[src/rti_pkg.sv]
// ----------------------------------------------------------------------------
// rti_pkg
// Shared constants, types and the multiply-accumulate step sequence of the
// ray/triangle intersection block.
// ----------------------------------------------------------------------------
package rti_pkg;

    localparam int COORD_WIDTH_DEF = 24;
    localparam int FRAC_BITS_DEF   = 16;
    localparam int QUEUE_DEPTH     = 2;
    localparam int NUM_VERTS       = 3;
    localparam int NUM_STEPS       = 36;
    localparam int STEP_W          = 6;

    localparam logic MODE_LOAD = 1'b0;
    localparam logic MODE_RAY  = 1'b1;

    typedef enum logic [4:0] {
        SRC_D0, SRC_D1, SRC_D2,
        SRC_T0, SRC_T1, SRC_T2,
        SRC_E1_0, SRC_E1_1, SRC_E1_2,
        SRC_E2_0, SRC_E2_1, SRC_E2_2,
        SRC_P0, SRC_P1, SRC_P2,
        SRC_Q0, SRC_Q1, SRC_Q2
    } t_src;

    typedef enum logic [3:0] {
        DST_P0, DST_P1, DST_P2,
        DST_Q0, DST_Q1, DST_Q2,
        DST_DET, DST_NU, DST_NV, DST_NT
    } t_dst;

    typedef struct packed {
        t_src a;
        t_src b;
        logic hi;
        logic neg;
        logic first;
        logic last;
        t_dst dst;
    } t_step;

    function automatic t_step mk(t_src a, t_src b, logic hi, logic neg,
                                 logic first, logic last, t_dst dst);
        t_step s;
        s.a     = a;
        s.b     = b;
        s.hi    = hi;
        s.neg   = neg;
        s.first = first;
        s.last  = last;
        s.dst   = dst;
        return s;
    endfunction

    // Cross products first, then the four dot products. A dot product term
    // with a wide operand takes two steps, low half and then high half.
    function automatic t_step step_rom(logic [STEP_W-1:0] idx);
        t_step s;
        s = mk(SRC_D0, SRC_D0, 1'b0, 1'b0, 1'b0, 1'b0, DST_P0);
        unique case (idx)
            6'd0:  s = mk(SRC_D1, SRC_E2_2, 1'b0, 1'b0, 1'b1, 1'b0, DST_P0);
            6'd1:  s = mk(SRC_D2, SRC_E2_1, 1'b0, 1'b1, 1'b0, 1'b1, DST_P0);
            6'd2:  s = mk(SRC_D2, SRC_E2_0, 1'b0, 1'b0, 1'b1, 1'b0, DST_P1);
            6'd3:  s = mk(SRC_D0, SRC_E2_2, 1'b0, 1'b1, 1'b0, 1'b1, DST_P1);
            6'd4:  s = mk(SRC_D0, SRC_E2_1, 1'b0, 1'b0, 1'b1, 1'b0, DST_P2);
            6'd5:  s = mk(SRC_D1, SRC_E2_0, 1'b0, 1'b1, 1'b0, 1'b1, DST_P2);
            6'd6:  s = mk(SRC_T1, SRC_E1_2, 1'b0, 1'b0, 1'b1, 1'b0, DST_Q0);
            6'd7:  s = mk(SRC_T2, SRC_E1_1, 1'b0, 1'b1, 1'b0, 1'b1, DST_Q0);
            6'd8:  s = mk(SRC_T2, SRC_E1_0, 1'b0, 1'b0, 1'b1, 1'b0, DST_Q1);
            6'd9:  s = mk(SRC_T0, SRC_E1_2, 1'b0, 1'b1, 1'b0, 1'b1, DST_Q1);
            6'd10: s = mk(SRC_T0, SRC_E1_1, 1'b0, 1'b0, 1'b1, 1'b0, DST_Q2);
            6'd11: s = mk(SRC_T1, SRC_E1_0, 1'b0, 1'b1, 1'b0, 1'b1, DST_Q2);
            6'd12: s = mk(SRC_P0, SRC_E1_0, 1'b0, 1'b0, 1'b1, 1'b0, DST_DET);
            6'd13: s = mk(SRC_P0, SRC_E1_0, 1'b1, 1'b0, 1'b0, 1'b0, DST_DET);
            6'd14: s = mk(SRC_P1, SRC_E1_1, 1'b0, 1'b0, 1'b0, 1'b0, DST_DET);
            6'd15: s = mk(SRC_P1, SRC_E1_1, 1'b1, 1'b0, 1'b0, 1'b0, DST_DET);
            6'd16: s = mk(SRC_P2, SRC_E1_2, 1'b0, 1'b0, 1'b0, 1'b0, DST_DET);
            6'd17: s = mk(SRC_P2, SRC_E1_2, 1'b1, 1'b0, 1'b0, 1'b1, DST_DET);
            6'd18: s = mk(SRC_P0, SRC_T0, 1'b0, 1'b0, 1'b1, 1'b0, DST_NU);
            6'd19: s = mk(SRC_P0, SRC_T0, 1'b1, 1'b0, 1'b0, 1'b0, DST_NU);
            6'd20: s = mk(SRC_P1, SRC_T1, 1'b0, 1'b0, 1'b0, 1'b0, DST_NU);
            6'd21: s = mk(SRC_P1, SRC_T1, 1'b1, 1'b0, 1'b0, 1'b0, DST_NU);
            6'd22: s = mk(SRC_P2, SRC_T2, 1'b0, 1'b0, 1'b0, 1'b0, DST_NU);
            6'd23: s = mk(SRC_P2, SRC_T2, 1'b1, 1'b0, 1'b0, 1'b1, DST_NU);
            6'd24: s = mk(SRC_Q0, SRC_D0, 1'b0, 1'b0, 1'b1, 1'b0, DST_NV);
            6'd25: s = mk(SRC_Q0, SRC_D0, 1'b1, 1'b0, 1'b0, 1'b0, DST_NV);
            6'd26: s = mk(SRC_Q1, SRC_D1, 1'b0, 1'b0, 1'b0, 1'b0, DST_NV);
            6'd27: s = mk(SRC_Q1, SRC_D1, 1'b1, 1'b0, 1'b0, 1'b0, DST_NV);
            6'd28: s = mk(SRC_Q2, SRC_D2, 1'b0, 1'b0, 1'b0, 1'b0, DST_NV);
            6'd29: s = mk(SRC_Q2, SRC_D2, 1'b1, 1'b0, 1'b0, 1'b1, DST_NV);
            6'd30: s = mk(SRC_Q0, SRC_E2_0, 1'b0, 1'b0, 1'b1, 1'b0, DST_NT);
            6'd31: s = mk(SRC_Q0, SRC_E2_0, 1'b1, 1'b0, 1'b0, 1'b0, DST_NT);
            6'd32: s = mk(SRC_Q1, SRC_E2_1, 1'b0, 1'b0, 1'b0, 1'b0, DST_NT);
            6'd33: s = mk(SRC_Q1, SRC_E2_1, 1'b1, 1'b0, 1'b0, 1'b0, DST_NT);
            6'd34: s = mk(SRC_Q2, SRC_E2_2, 1'b0, 1'b0, 1'b0, 1'b0, DST_NT);
            6'd35: s = mk(SRC_Q2, SRC_E2_2, 1'b1, 1'b0, 1'b0, 1'b1, DST_NT);
            default: s = mk(SRC_D0, SRC_D0, 1'b0, 1'b0, 1'b0, 1'b0, DST_P0);
        endcase
        return s;
    endfunction

endpackage

[src/rti_queue.sv]
// ----------------------------------------------------------------------------
// rti_queue
// Short first-in first-out queue that decouples the input side from the
// arithmetic side.
// ----------------------------------------------------------------------------
module rti_queue #(
    parameter int WIDTH = 8,
    parameter int DEPTH = rti_pkg::QUEUE_DEPTH
) (
    input  logic             i_clk,
    input  logic             i_rst_n,
    input  logic             i_push,
    input  logic [WIDTH-1:0] i_data,
    output logic             o_room,
    input  logic             i_pop,
    output logic             o_valid,
    output logic [WIDTH-1:0] o_data
);

    localparam int PW = (DEPTH > 1) ? $clog2(DEPTH) : 1;
    localparam int CW = $clog2(DEPTH + 1);

    logic [WIDTH-1:0] r_mem [DEPTH];
    logic [PW-1:0]    r_wr;
    logic [PW-1:0]    r_rd;
    logic [CW-1:0]    r_cnt;
    logic             do_push;
    logic             do_pop;

    assign o_room  = i_rst_n && (r_cnt != CW'(DEPTH));
    assign o_valid = (r_cnt != '0);
    assign o_data  = r_mem[r_rd];
    assign do_push = i_push && o_room;
    assign do_pop  = i_pop && o_valid;

    always_ff @(posedge i_clk) begin
        if (!i_rst_n) begin
            r_wr  <= '0;
            r_rd  <= '0;
            r_cnt <= '0;
        end else begin
            if (do_push) begin
                r_mem[r_wr] <= i_data;
                r_wr <= (r_wr == PW'(DEPTH - 1)) ? '0 : r_wr + 1'b1;
            end
            if (do_pop) begin
                r_rd <= (r_rd == PW'(DEPTH - 1)) ? '0 : r_rd + 1'b1;
            end
            unique case ({do_push, do_pop})
                2'b10:   r_cnt <= r_cnt + 1'b1;
                2'b01:   r_cnt <= r_cnt - 1'b1;
                default: r_cnt <= r_cnt;
            endcase
        end
    end

endmodule

[config.mk]
export PLATFORM = sky130hd
export DESIGN_NAME = rti_queue
export DESIGN_NICKNAME = d
export VERILOG_FILES = /design/src/rti_pkg.sv /design/src/rti_queue.sv
export SDC_FILE = /design/constraint.sdc
export NUM_CORES = 1
export LEC_CHECK = 0
export BUFFER_PORTS_ARGS = -buffer_cell sky130_fd_sc_hd__clkbuf_2
export CORE_ASPECT_RATIO = 1.2
export CORE_UTILIZATION = 30
export DETAILED_ROUTE_END_ITERATION = 12
export GPL_TIMING_DRIVEN = 0
export SYNTH_ARGS = -nofsm -noshare
export SYNTH_HDL_FRONTEND = slang
export SYNTH_SLANG_ARGS = --single-unit
[constraint.sdc]
create_clock -name i_clk -period 2.5 [get_ports i_clk]
set_input_delay 0.5 -clock i_clk [delete_from_list [all_inputs] [get_ports i_clk]]
set_output_delay 0.5 -clock i_clk [all_outputs]
set_load 0.02 [all_outputs]
Word-level counts from Yosys, hierarchy flattened
Memory sizes are Yosys's and may differ from the RTL's. A register that Yosys moved wholly into a read port is not among the register bits.
Cells that the tools add are included.
{"block": "totals", "ff_bits": 4, "latchBits": 0, "ramBits": 16, "mem_bits_ro": 0, "in_bits": 12, "output_inout_bits": 10, "memories": 1}
{"name": "r_mem", "depth": 2, "width": 8, "rd": 1, "rd_clocked_by_memory_dff": 1, "write_ports": 1, "line": "rti_queue.sv:23", "rtl": "logic [WIDTH-1:0] r_mem [DEPTH];"}
{"block": "op_classes", "add_sub_neg": 4, "mul": 0, "div_mod_pow": 0, "magnitude_cmp": 0, "n_eq_ne": 3, "shift": 0, "mux": 8, "bitwise": 0, "n_reduce_logical": 5}
{"cell": "$mux W1", "n": 7}
{"cell": "$pmux W2 S2", "n": 1}
{"cell": "$reduce_bool A2 Y1", "n": 2}
{"cell": "$logic_and A1 B1 Y1", "n": 3}
{"cell": "$add A1 B1 Y1 const B", "n": 2}
{"cell": "$add A2 B1 Y2 const B", "n": 1}
{"cell": "$eq A2 B1 Y1 const B", "n": 1}
{"cell": "$eq A2 B2 Y1 const B", "n": 1}
{"cell": "$ne A2 B2 Y1 const B", "n": 1}
{"cell": "$sub A2 B1 Y2 const B", "n": 1}

Depth between registers and ports, before layout
{"block": "logic_depth", "depth_word": 6, "ltp_mapped": 6, "ltp_nobuf": 6}

Worst setup path before layout
No wires, ideal clock.
{"block": "synth_path", "path_type": "register to register", "start": "reg r_cnt[0]", "end": "reg r_cnt[1]", "setup_ns": 0.070, "t_arrival_ns": 1.440, "required_ns": 2.430, "slack_ns": 0.990, "stages_incl_launch_ff": 6, "period_less_slack_ns": 1.510, "cell_sequence": "dfxtp_1 -> nand2b_1 -> nand3_1 -> ha_1 -> or3_1 -> a21boi_1"}
{"block": "synth_via", "elab_chain_len": 5, "word_cells_on_any_way": 11, "cone_classes": "add/sub (2); eq/ne (3); mux (1); reduce/logical (5)"}
{"element": "start, declared", "line": "rti_queue.sv:26", "rtl": "logic [CW-1:0] r_cnt;"}
{"element": "start signal, assigned", "line": "rti_queue.sv:50", "rtl": "2'b10: r_cnt <= r_cnt + 1'b1;"}
{"element": "start signal, assigned", "line": "rti_queue.sv:51", "rtl": "2'b01: r_cnt <= r_cnt - 1'b1;"}
{"element": "start signal, assigned", "line": "rti_queue.sv:52", "rtl": "default: r_cnt <= r_cnt;"}
{"element": "$ne A2 B2 Y1", "line": "rti_queue.sv:30", "rtl": "assign o_room = i_rst_n && (r_cnt != CW'(DEPTH));"}
{"element": "$logic_and A1 B1 Y1", "line": "rti_queue.sv:30"}
{"element": "$logic_and A1 B1 Y1", "line": "rti_queue.sv:33", "rtl": "assign do_push = i_push && o_room;"}
{"element": "$eq A2 B1 Y1 / $eq A2 B2 Y1 (equally long branches)", "line": "rti_queue.sv:49", "rtl": "unique case ({do_push, do_pop})"}
{"element": "$pmux W2 S2 / $reduce_bool A2 Y1 (equally long branches)"}
Parallel ways exist; a longest one is shown, timed or not.
A chain may end at the register's enable or synchronous reset.

==> results.toml <==
[yosys]
syn_area_um2 = 813
synth_edf_count = 16
yosysTopAreaCellShare_pct = 59.1
synth_warnings = 0
synthCells = 51
synth_largest_area_cell = "edfxtp_1"
synth_common_cells = "edfxtp_1 (16), mux2_2 (8), dfxtp_1 (5)"
async_flop_share_pct = 0
avgSynthCellArea_um2 = 15.9
synth_cell_type_count = 19
synth_fp_nets = 64
ys_seq_area_share_pct = 71.4
ys_ff_latch = 21
synthTopCellsByArea = "edfxtp_1 (59%), dfxtp_1 (12%), mux2_2 (11%), xnor2_1 (3.2%), o21a_1 (1.8%)"
synth_most_common_cell = "edfxtp_1"
ys.flop_type = "edfxtp_1"

[sta]
finalMaxSlewViolations = 0
tns_ns = 0
slew_headroom_pct = 53.5
worst_slew_pin_slew_ns = 0.695
worst_slack_ns = 0.675
period_share_pct = 73.0
fin_crit_ns = 1.82
rsz0062_at_grt = "false"
hold_violations = 0
setup_violations = 0
whs_ns = 0.401
finalClockSkew_ns = 0.00385
fmax_mhz = 548

[worst_setup_path]
crit_arrival_ns = 1.32
rr_startpoint = "r_cnt[0]"
cp_max_fo = 8
reg2reg_slack_ns = 0.83
r2r-end = "r_cnt[1]"
critical_path_required_ns = 2.00
crit_end = "o_data[1]"
worstSetupStartpointType = "flip-flop"
r2r_cells = 5
end_kind = "primary output"
criticalPathCategory = "flip-flop to primary output"

[cts]
cts_tree = "done"
cts.sink_count = 21
clkTransAtPathRegs_ns = 0.11
htreeDepth = 1
clk_latency_ns = 0.28
postCtsSetupRepairBufs = 0
cts_root_buf = "clkbuf_4"
ctsHoldBuffers = 0
numCtsBuffers = 3
postCtsResizedCells = 0
clockBufferDepth = 2

[placed_design]
dp_slack_ns = 0.748
io_buffers = 21
place_hpwl_um = 890
placed_area_um2 = 960
dp.cells = 105
routabilityCongestion = 0.620

[finish]
fin_util_pct = 38.6
layout-drive-gt1-share_pct = 44.7
regArea_um2 = 581
nets = 90
stdcell_count = 109
fillCellCount = 275
syn2layout_area_growth_pct = 21.2
antennaDiodeCount = 0
multiInputGateArea_um2 = 224
design_area_um2 = 986

[floorplanning]
die_w_um = 49.5
rows = 20
core_um2 = 2550
boundaryPins = 22
dieArea_um2 = 2920
dieHeight_um = 59.0
initial_core_util_pct = 31.9

[hold_path]
min-delay-path-class = "input pin to flip-flop"

[global_routing]
grt-ovfl-total = 0
grt_start_max_net_pins = 12
grt_pass1_wl_mm = 2.04
grt_pass1_vias = 503
grt.total_usage_pct = 9.24
antenna_found_initial = 0

[route]
dr.pass1.iters = 2
via_per_inst = 4.18
drt-total-wl_mm = 1.20
vias = 456
drt_iter0_drc = 5
routedWlPerCell_um = 11.0
drcViolationCount = 0
drtAntennaViolNets = 0

[power]
p_leak_nw = 0.375
power_density_nw_per_um2 = 921
total_power_mw = 0.908
peakVddDrop_uv = 580

[status]
outcome = "complete, no violations"

[run]
drv_cap = 0
[layout by cell type (no fill, tap or decap), drive strengths merged]
cell / netlist / routed
clkbuf: 0 / 25
edfxtp: 16 / 16
mux2: 8 / 8
dfxtp: 5 / 5
xnor2: 3 / 3
o21a: 2 / 2
and2: 2 / 2
nor2b: 2 / 2
nor2: 2 / 2
buf: 1 / 1
nand2b: 1 / 1
or2: 1 / 1
nand3: 1 / 1
inv: 1 / 1
a21oi: 1 / 1
and3: 1 / 1
o21ai: 1 / 1
or3: 1 / 1
a21boi: 1 / 1
ha: 1 / 1
[flip-flops by register name, indices dropped and copies added (netlist names), named ones only]
name   count
r_mem     16
r_cnt      2
r_rd       1
r_wr       1
[layer usage]
| metal | global-route usage (%) | vias to the layer above | part of all wire (%) |
|---|---|---|---|
| met4 | 2.45 | 0 | 0 |
| met2 | 16.4 | 15 | 50 |
| li1 | - | 237 | - |
| met1 | 11.1 | 204 | 45 |
| met5 | 0 | - | 0 |
| met3 | 2.31 | 0 | 4.9 |
[worst min-delay path by stage]
stage	from	to	slack, ns	depth (start not counted)
floorplan	r_cnt[1]	r_cnt[1]	0.48	2
global placement	r_cnt[1]	r_cnt[1]	0.50	2
detailed placement	r_cnt[1]	r_cnt[1]	0.52	2
CTS	i_data[2]	r_mem[1][2]	0.39	1
global route	i_data[7]	r_mem[0][7]	0.37	1
finish	i_data[7]	r_mem[0][7]	0.40	1
[cells by family (layout without fill, tap and decap cells)]
| logic type | after synthesis | count (layout) | synth area share, % |
|---|---|---|---|
| muxes | 8 | 8 | 11.1 |
| AOI/OAI and AO/OA | 5 | 5 | 4.00 |
| and+or+nand+nor | 11 | 11 | 7.69 |
| buffers and inverters | 2 | 27 | 1.08 |
| adders and majority gates | 1 | 1 | 1.54 |
| xor gates and xnor gates | 3 | 3 | 3.23 |
| DFF | 21 | 21 | 71.4 |
[area by class of cell]
cell class / instances / share of cell area, %
Inverter: 1 / 0.381
Clock buffer: 4 / 2.66
Timing Repair Buffer: 21 / 10.7
Multi-Input combinational cell: 28 / 22.7
Sequential cell: 21 / 58.9
Buffer: 1 / 0.508
Tap cell: 33 / 4.19
[worst max-delay path: stages (launching register included)]
cell	delay [ns]
dfxtp_1	0.32
buf_2	0.21
mux2_2	0.36
clkbuf_2	0.15
[where the power goes]
group          switching, mW  leakage (nW)  internal, mW
sequential            0.0251         0.188         0.424
combinational          0.164         0.172         0.144
clock                 0.0879        0.0150        0.0618
total                  0.277         0.375         0.630
No activity file was read; power rests on OpenSTA's default activity.
