===== src/rti_pkg.sv =====
// ----------------------------------------------------------------------------
// rti_pkg
// Shared constants, types and the multiply-accumulate step sequence of the
// ray/triangle intersection block.
// ----------------------------------------------------------------------------
package rti_pkg;

    localparam int COORD_WIDTH_DEF = 24;
    localparam int FRAC_BITS_DEF   = 16;
    localparam int QUEUE_DEPTH     = 2;
    localparam int NUM_VERTS       = 3;
    localparam int NUM_STEPS       = 36;
    localparam int STEP_W          = 6;

    localparam logic MODE_LOAD = 1'b0;
    localparam logic MODE_RAY  = 1'b1;

    typedef enum logic [4:0] {
        SRC_D0, SRC_D1, SRC_D2,
        SRC_T0, SRC_T1, SRC_T2,
        SRC_E1_0, SRC_E1_1, SRC_E1_2,
        SRC_E2_0, SRC_E2_1, SRC_E2_2,
        SRC_P0, SRC_P1, SRC_P2,
        SRC_Q0, SRC_Q1, SRC_Q2
    } t_src;

    typedef enum logic [3:0] {
        DST_P0, DST_P1, DST_P2,
        DST_Q0, DST_Q1, DST_Q2,
        DST_DET, DST_NU, DST_NV, DST_NT
    } t_dst;

    typedef struct packed {
        t_src a;
        t_src b;
        logic hi;
        logic neg;
        logic first;
        logic last;
        t_dst dst;
    } t_step;

    function automatic t_step mk(t_src a, t_src b, logic hi, logic neg,
                                 logic first, logic last, t_dst dst);
        t_step s;
        s.a     = a;
        s.b     = b;
        s.hi    = hi;
        s.neg   = neg;
        s.first = first;
        s.last  = last;
        s.dst   = dst;
        return s;
    endfunction

    // Cross products first, then the four dot products. A dot product term
    // with a wide operand takes two steps, low half and then high half.
    function automatic t_step step_rom(logic [STEP_W-1:0] idx);
        t_step s;
        s = mk(SRC_D0, SRC_D0, 1'b0, 1'b0, 1'b0, 1'b0, DST_P0);
        unique case (idx)
            6'd0:  s = mk(SRC_D1, SRC_E2_2, 1'b0, 1'b0, 1'b1, 1'b0, DST_P0);
            6'd1:  s = mk(SRC_D2, SRC_E2_1, 1'b0, 1'b1, 1'b0, 1'b1, DST_P0);
            6'd2:  s = mk(SRC_D2, SRC_E2_0, 1'b0, 1'b0, 1'b1, 1'b0, DST_P1);
            6'd3:  s = mk(SRC_D0, SRC_E2_2, 1'b0, 1'b1, 1'b0, 1'b1, DST_P1);
            6'd4:  s = mk(SRC_D0, SRC_E2_1, 1'b0, 1'b0, 1'b1, 1'b0, DST_P2);
            6'd5:  s = mk(SRC_D1, SRC_E2_0, 1'b0, 1'b1, 1'b0, 1'b1, DST_P2);
            6'd6:  s = mk(SRC_T1, SRC_E1_2, 1'b0, 1'b0, 1'b1, 1'b0, DST_Q0);
            6'd7:  s = mk(SRC_T2, SRC_E1_1, 1'b0, 1'b1, 1'b0, 1'b1, DST_Q0);
            6'd8:  s = mk(SRC_T2, SRC_E1_0, 1'b0, 1'b0, 1'b1, 1'b0, DST_Q1);
            6'd9:  s = mk(SRC_T0, SRC_E1_2, 1'b0, 1'b1, 1'b0, 1'b1, DST_Q1);
            6'd10: s = mk(SRC_T0, SRC_E1_1, 1'b0, 1'b0, 1'b1, 1'b0, DST_Q2);
            6'd11: s = mk(SRC_T1, SRC_E1_0, 1'b0, 1'b1, 1'b0, 1'b1, DST_Q2);
            6'd12: s = mk(SRC_P0, SRC_E1_0, 1'b0, 1'b0, 1'b1, 1'b0, DST_DET);
            6'd13: s = mk(SRC_P0, SRC_E1_0, 1'b1, 1'b0, 1'b0, 1'b0, DST_DET);
            6'd14: s = mk(SRC_P1, SRC_E1_1, 1'b0, 1'b0, 1'b0, 1'b0, DST_DET);
            6'd15: s = mk(SRC_P1, SRC_E1_1, 1'b1, 1'b0, 1'b0, 1'b0, DST_DET);
            6'd16: s = mk(SRC_P2, SRC_E1_2, 1'b0, 1'b0, 1'b0, 1'b0, DST_DET);
            6'd17: s = mk(SRC_P2, SRC_E1_2, 1'b1, 1'b0, 1'b0, 1'b1, DST_DET);
            6'd18: s = mk(SRC_P0, SRC_T0, 1'b0, 1'b0, 1'b1, 1'b0, DST_NU);
            6'd19: s = mk(SRC_P0, SRC_T0, 1'b1, 1'b0, 1'b0, 1'b0, DST_NU);
            6'd20: s = mk(SRC_P1, SRC_T1, 1'b0, 1'b0, 1'b0, 1'b0, DST_NU);
            6'd21: s = mk(SRC_P1, SRC_T1, 1'b1, 1'b0, 1'b0, 1'b0, DST_NU);
            6'd22: s = mk(SRC_P2, SRC_T2, 1'b0, 1'b0, 1'b0, 1'b0, DST_NU);
            6'd23: s = mk(SRC_P2, SRC_T2, 1'b1, 1'b0, 1'b0, 1'b1, DST_NU);
            6'd24: s = mk(SRC_Q0, SRC_D0, 1'b0, 1'b0, 1'b1, 1'b0, DST_NV);
            6'd25: s = mk(SRC_Q0, SRC_D0, 1'b1, 1'b0, 1'b0, 1'b0, DST_NV);
            6'd26: s = mk(SRC_Q1, SRC_D1, 1'b0, 1'b0, 1'b0, 1'b0, DST_NV);
            6'd27: s = mk(SRC_Q1, SRC_D1, 1'b1, 1'b0, 1'b0, 1'b0, DST_NV);
            6'd28: s = mk(SRC_Q2, SRC_D2, 1'b0, 1'b0, 1'b0, 1'b0, DST_NV);
            6'd29: s = mk(SRC_Q2, SRC_D2, 1'b1, 1'b0, 1'b0, 1'b1, DST_NV);
            6'd30: s = mk(SRC_Q0, SRC_E2_0, 1'b0, 1'b0, 1'b1, 1'b0, DST_NT);
            6'd31: s = mk(SRC_Q0, SRC_E2_0, 1'b1, 1'b0, 1'b0, 1'b0, DST_NT);
            6'd32: s = mk(SRC_Q1, SRC_E2_1, 1'b0, 1'b0, 1'b0, 1'b0, DST_NT);
            6'd33: s = mk(SRC_Q1, SRC_E2_1, 1'b1, 1'b0, 1'b0, 1'b0, DST_NT);
            6'd34: s = mk(SRC_Q2, SRC_E2_2, 1'b0, 1'b0, 1'b0, 1'b0, DST_NT);
            6'd35: s = mk(SRC_Q2, SRC_E2_2, 1'b1, 1'b0, 1'b0, 1'b1, DST_NT);
            default: s = mk(SRC_D0, SRC_D0, 1'b0, 1'b0, 1'b0, 1'b0, DST_P0);
        endcase
        return s;
    endfunction

endpackage


===== src/rti_front.sv =====
// ----------------------------------------------------------------------------
// rti_front
// Input side: holds the stored triangle, applies vertex loads and turns each
// ray into direction, edges and origin offset words for the queue.
// ----------------------------------------------------------------------------
module rti_front #(
    parameter int COORD_WIDTH = rti_pkg::COORD_WIDTH_DEF,
    parameter int QW          = 12 * COORD_WIDTH + 9
) (
    input  logic                          i_clk,
    input  logic                          i_valid,
    output logic                          o_ready,
    input  logic                          i_mode,
    input  logic [1:0]                    i_vertex_index,
    input  logic signed [COORD_WIDTH-1:0] i_coord_x,
    input  logic signed [COORD_WIDTH-1:0] i_coord_y,
    input  logic signed [COORD_WIDTH-1:0] i_coord_z,
    input  logic signed [COORD_WIDTH-1:0] i_dir_x,
    input  logic signed [COORD_WIDTH-1:0] i_dir_y,
    input  logic signed [COORD_WIDTH-1:0] i_dir_z,
    input  logic                          i_room,
    output logic                          o_push,
    output logic [QW-1:0]                 o_data
);

    localparam int W  = COORD_WIDTH;
    localparam int HW = COORD_WIDTH + 1;

    logic signed [W-1:0]  r_vtx [rti_pkg::NUM_VERTS][3];
    logic signed [W-1:0]  org [3];
    logic signed [W-1:0]  dir [3];
    logic signed [HW-1:0] e1 [3];
    logic signed [HW-1:0] e2 [3];
    logic signed [HW-1:0] t [3];
    logic                 accept;

    assign o_ready = i_room;
    assign accept  = i_valid && i_room;
    assign o_push  = accept && (i_mode == rti_pkg::MODE_RAY);

    assign org[0] = i_coord_x;
    assign org[1] = i_coord_y;
    assign org[2] = i_coord_z;
    assign dir[0] = i_dir_x;
    assign dir[1] = i_dir_y;
    assign dir[2] = i_dir_z;

    always_comb begin
        for (int k = 0; k < 3; k++) begin
            e1[k] = HW'(r_vtx[1][k]) - HW'(r_vtx[0][k]);
            e2[k] = HW'(r_vtx[2][k]) - HW'(r_vtx[0][k]);
            t[k]  = HW'(org[k]) - HW'(r_vtx[0][k]);
        end
    end

    assign o_data = {t[2], t[1], t[0], e2[2], e2[1], e2[0],
                     e1[2], e1[1], e1[0], dir[2], dir[1], dir[0]};

    always_ff @(posedge i_clk) begin
        if (accept && (i_mode == rti_pkg::MODE_LOAD)
                && (i_vertex_index < 2'(rti_pkg::NUM_VERTS))) begin
            for (int k = 0; k < 3; k++) begin
                r_vtx[i_vertex_index][k] <= org[k];
            end
        end
    end

endmodule


===== config.mk =====
export PLATFORM = sky130hd
export DESIGN_NAME = rti_front
export DESIGN_NICKNAME = d
export VERILOG_FILES = /design/src/rti_pkg.sv /design/src/rti_front.sv
export SDC_FILE = /design/constraint.sdc
export NUM_CORES = 1
export LEC_CHECK = 0
export BUFFER_PORTS_ARGS = -buffer_cell sky130_fd_sc_hd__buf_2
export CAP_MARGIN = 20
export CELL_PAD_IN_SITES_DETAIL_PLACEMENT = 0
export CELL_PAD_IN_SITES_GLOBAL_PLACEMENT = 2
export CORE_MARGIN = 2
export CORE_UTILIZATION = 33
export CTS_CLUSTER_DIAMETER = 60
export DETAILED_ROUTE_END_ITERATION = 8
export PLACE_DENSITY = 0.85
export SLEW_MARGIN = 20
export SYNTH_ARGS = -nofsm -noshare
export SYNTH_HDL_FRONTEND = slang
export SYNTH_SLANG_ARGS = --single-unit

===== constraint.sdc =====
create_clock -name i_clk -period 10.6 [get_ports i_clk]
set_clock_uncertainty 0.15 [all_clocks]
set_input_delay 1.06 -clock i_clk [delete_from_list [all_inputs] [get_ports i_clk]]
set_output_delay 1.06 -clock i_clk [all_outputs]
set_load 0.01 [all_outputs]

== After elaboration in Yosys (flattened, before gate mapping) ==
Memory sizes are Yosys's and may differ from the RTL's.
Index checks and enable logic that the tools add are counted.
Storage, ports and cells
  bits in writable memories: 216
  bits in latches: 0
  input port bits: 150
  memory bits (read-only): 0
  memories: 1
  output and inout bits: 299
  logic and storage cells: 18
  bits in registers: 0
Memories
  r_vtx: depth 3, bits a word 72, rd ports 3, clocked after Yosys merged registers in 0, wr ports 1, line rti_front.sv:29  | logic signed [W-1:0] r_vtx [rti_pkg::NUM_VERTS][3];
Operators by class
  multiply operators: 0
  divide/modulo/power cells: 0
  eq/ne operators: 0
  multiplexer cells: 2
  shifts and indexed selects: 0
  bitwise logic cells: 1
  $lt $le $gt $ge: 1
  add/subtract/negate cells: 9
  reductions and logical operators: 4
Operators with widths (count)
  subtractor 24 x 24 -> 25 bit: 9
  logical AND 1 bit: 4
  less-than comparator 2 bit, second input constant: 1
  2-to-1 mux 1 bit: 2
  inverter 1 bit: 1

== Longest topological paths before layout ==
  depth after elaboration: 5
  depth in mapped cells: 11
  mapped depth without buffers: 11

== Worst setup path after synthesis ==
OpenSTA, ideal clock, no wires.
  kind: input -> register
  from: in i_valid
  to: mem r_vtx[1][0] (netlist name), enable pin
  slack: 1226 ps
  cell stages on the path: 2
  library setup time: 703 ps
  buffers on the path: 0
  data required time: 9747 ps
  arrival: 8520 ps
  cell sequence: nand2_1 > nor4b_1
On the way
  cells in the longest elaborated chain, start to end: 5
Ends and longest elaborated chain
  start, declared: line rti_front.sv:11  | input logic i_valid,
  logical AND 1 bit: line rti_front.sv:38  | assign accept = i_valid && i_room;
  logical AND 1 bit: line rti_front.sv:60  | if (accept && (i_mode == rti_pkg::MODE_LOAD)
  logical AND 1 bit: line rti_front.sv:61  | && (i_vertex_index < 2'(rti_pkg::NUM_VERTS))) begin
  2-to-1 mux 1 bit: line rti_front.sv:60
  2-to-1 mux 1 bit (implied by the code): line rti_front.sv:63  | r_vtx[i_vertex_index][k] <= org[k];
  end, declared: line rti_front.sv:29
Every way passes these cells.

== Final worst setup path ==
  from: in i_coord_y[0]
  to: out o_data[271]
On the way
  cells in the longest elaborated chain, start to end: 1
Ends and longest elaborated chain
  start, declared: line rti_front.sv:16  | input logic signed [COORD_WIDTH-1:0] i_coord_y,
  subtractor 24 x 24 -> 25 bit: line rti_front.sv:52  | t[k] = HW'(org[k]) - HW'(r_vtx[0][k]);
  end, declared: line rti_front.sv:23  | output logic [QW-1:0] o_data
Every way passes these cells.

==> results.cfg <==
[cells_and_area]
nets = 2447
fillers = 5390
area_delta_synth_final_pct = 14.9
reg.largest.list = r_vtx (216)
top_register = r_vtx
final_util_pct = 38.2
largest_reg_flops = 216
fin_area_um2 = 20400
drive_gt1_share_pct = 18.1

[synthesis]
yosysUniqueCellTypes = 72
yosysSeqAreaShare_pct = 36.4
yosys.area_share.simple_pct = 10.8
synth-seq-cells = 216
yosys.area_share.xor_xnor_pct = 9.00
ys_warn_count = 0
synthMuxAreaShare_pct = 0
yosys-top-cells-area = edfxtp_1, ha_1, xnor2_1, a21oi_1, a21o_1
netlist_instances = 1828
synth_compound_area_share_pct = 20.9
netlist.area_leader.share_pct = 36.4
postSynthAreaPerCell_um2 = 9.74
synth_edf_count = 216
syn_area_um2 = 17800
syn_nets = 2203
synth_commonest_cells = edfxtp_1, ha_1, a21oi_1, inv_1, xnor2_1
synth_top_family_by_area = compound AO/OA/AOI/OAI gates
async_flop_share_pct = 0
synth_top_area_cell = edfxtp_1
yosys.area_share.adder_pct = 16.2
synth-main-ff-cell = edfxtp_1

[worst_setup_path]
cp-start-kind = input pin
arrival_ns = 4.00
required_ns = 9.39
criticalPathCategory = in2out
end_kind = output port
cp_max_fo = 5

[floorplan]
die_area_um2 = 55800
core-area_um2 = 53600
fp.dieW_um = 236
rows = 85
initial_utilization_pct = 33.2
ios = 449
die_h_um = 236

[global_route]
grt_pass1_vias = 14600
globalRoute.totalOverflow = 0
grt_pass1_wl_um = 76900
grt_antenna_before_repair = 8
grt_usage_pct = 17.3
grt_max_degree = 73

[routing]
remaining_drc_errors = 0
vias = 14400
wl_um = 50600
dr.pass1.iters = 5
drt-initial-drc-count = 557
wl_per_cell_um = 18.2
ant_nets = 0
vias_per_cell = 5.17

[clocking]
htree_levels = 1
clockBufferDepth = 3
cts_root_buf = clkbuf_16
clk_pin_slew_ns = 0.06
clock_sinks = 216
tritoncts = done
cts_hold_buf = 0
post-cts-setup-buffers = 0
cts-resized-gates = 0
cts_made_buffers = 26

[run_status]
status = completed

[pwr]
p_seq_share_pct = 41.5
p_clk_share_pct = 36.8
switchingPower_mw = 0.653
p_leak_nw = 9.00
powerDensity_nw_per_um2 = 114
combPwrFrac_pct = 21.7
fin_total_pwr_mw = 2.32
switching_share_pct = 28.1
power.internal_mw = 1.67
ir_drop_v = 0.000107

[sta]
max_slew.worst_pin.slew_ns = 1.07
fmax_ghz = 0.192
hold_viol_final = 0
setup_viol = 0
finalCritPeriodShare_pct = 49.1
setup-tns-final_ns = 0
hold_slack_ns = 0.579
slew_viol_final = 0
relSlewSlack_pct = 28.8
period_minus_slack_ns = 5.21
rsz0062_at_grt = false

[run]
drv_cap = 0

[placement]
gp_congestion = 0.877
hpwl_um = 41300
placed_area_um2 = 19600
port_buffers = 304

[hold_path]
min_path_type = in2reg
[cells by family after synthesis]
kind of cell	Yosys count
AOI/OAI and AO/OA	572
and+or+nand+nor	390
buffers and inverters	242
adders and majority gates	225
DFF	216
xor gates and xnor gates	183
[layout make-up]
class | count | area, µm² | share of cell area (%)
clock buffer | 29 | 683 | 3.34
inverter | 149 | 559 | 2.73
multi-input combinational | 1370 | 10100 | 49.6
sequential | 216 | 6490 | 31.7
tap | 696 | 871 | 4.26
clock inverter | 13 | 131 | 0.642
timing repair buffer | 309 | 1560 | 7.62
antenna | 4 | 10.0 | 0.0489
[through the flow]
stage	instances	worst slack (ns)
finish	2786	5.39
global placement	2740	5.34
CTS	2782	5.29
floorplan	1828	1.23
detailed placement	2740	5.30
global route	2784	5.17
[worst max-delay path: stages]
cell and delay [ns]:
buf_2 0.11, inv_1 0.04, ha_1 0.23, fa_1 0.41
nand2b_1 0.17, a21boi_1 0.19, o21ai_0 0.14, a21oi_1 0.41
a21oi_1 0.20, o31a_1 0.41, o21ai_0 0.18, o311ai_0 0.21
buf_2 0.20
[final timing paths]
| check | startpoint | endpoint | slack (ns) | cells past startpoint |
|---|---|---|---|---|
| max | i_coord_y[0] | o_data[271] | 5.39 | 13 |
| min | i_coord_y[3] | r_vtx[1][27]$_DFFE_PP_ | 0.58 | 1 |
[cell usage in the layout (no fill, tap or decap), types with 6 or more instances in the layout]
cell type / n
o21ai_0: 107
and4_1: 7
o211ai_1: 9
o21a_1: 27
and3_1: 17
a311oi_1: 6
nand3b_1: 6
nand2b_1: 33
nand4_1: 18
xor2_1: 59
nand2_1: 115
a21o_1: 81
o31ai_1: 14
nor2b_1: 43
ha_1: 216
buf_2: 304
nor2_1: 87
o21bai_1: 16
a21boi_0: 10
and2_1: 6
a21oi_1: 179
nand3_1: 25
edfxtp_1: 216
o2111ai_1: 8
inv_1: 149
a211oi_1: 11
xnor2_1: 124
o21ai_1: 7
a31oi_1: 19
clkbuf_16: 27
fa_1: 9
nor3_1: 15
a41oi_1: 7
[power by group through the flow]
stage          sequential (mW)  combinational [mW]  clock, mW
2_1_floorplan            0.982               0.336          0
3_3_place_gp             0.980               0.500          0
3_5_place_dp             0.981               0.504          0
4_1_cts                  0.963               0.507      0.879
5_1_grt                  0.964               0.552      0.906
6_report                 0.963               0.503      0.855
[per-layer routing]
layer | track usage, % | share of wire, %
met2 | 32.5 | 50
met1 | 18.8 | 39
met3 | 4.27 | 6.8
met4 | 6.41 | 3.4
met5 | 0 | 0.13
Power figures use the tool's default switching activity.
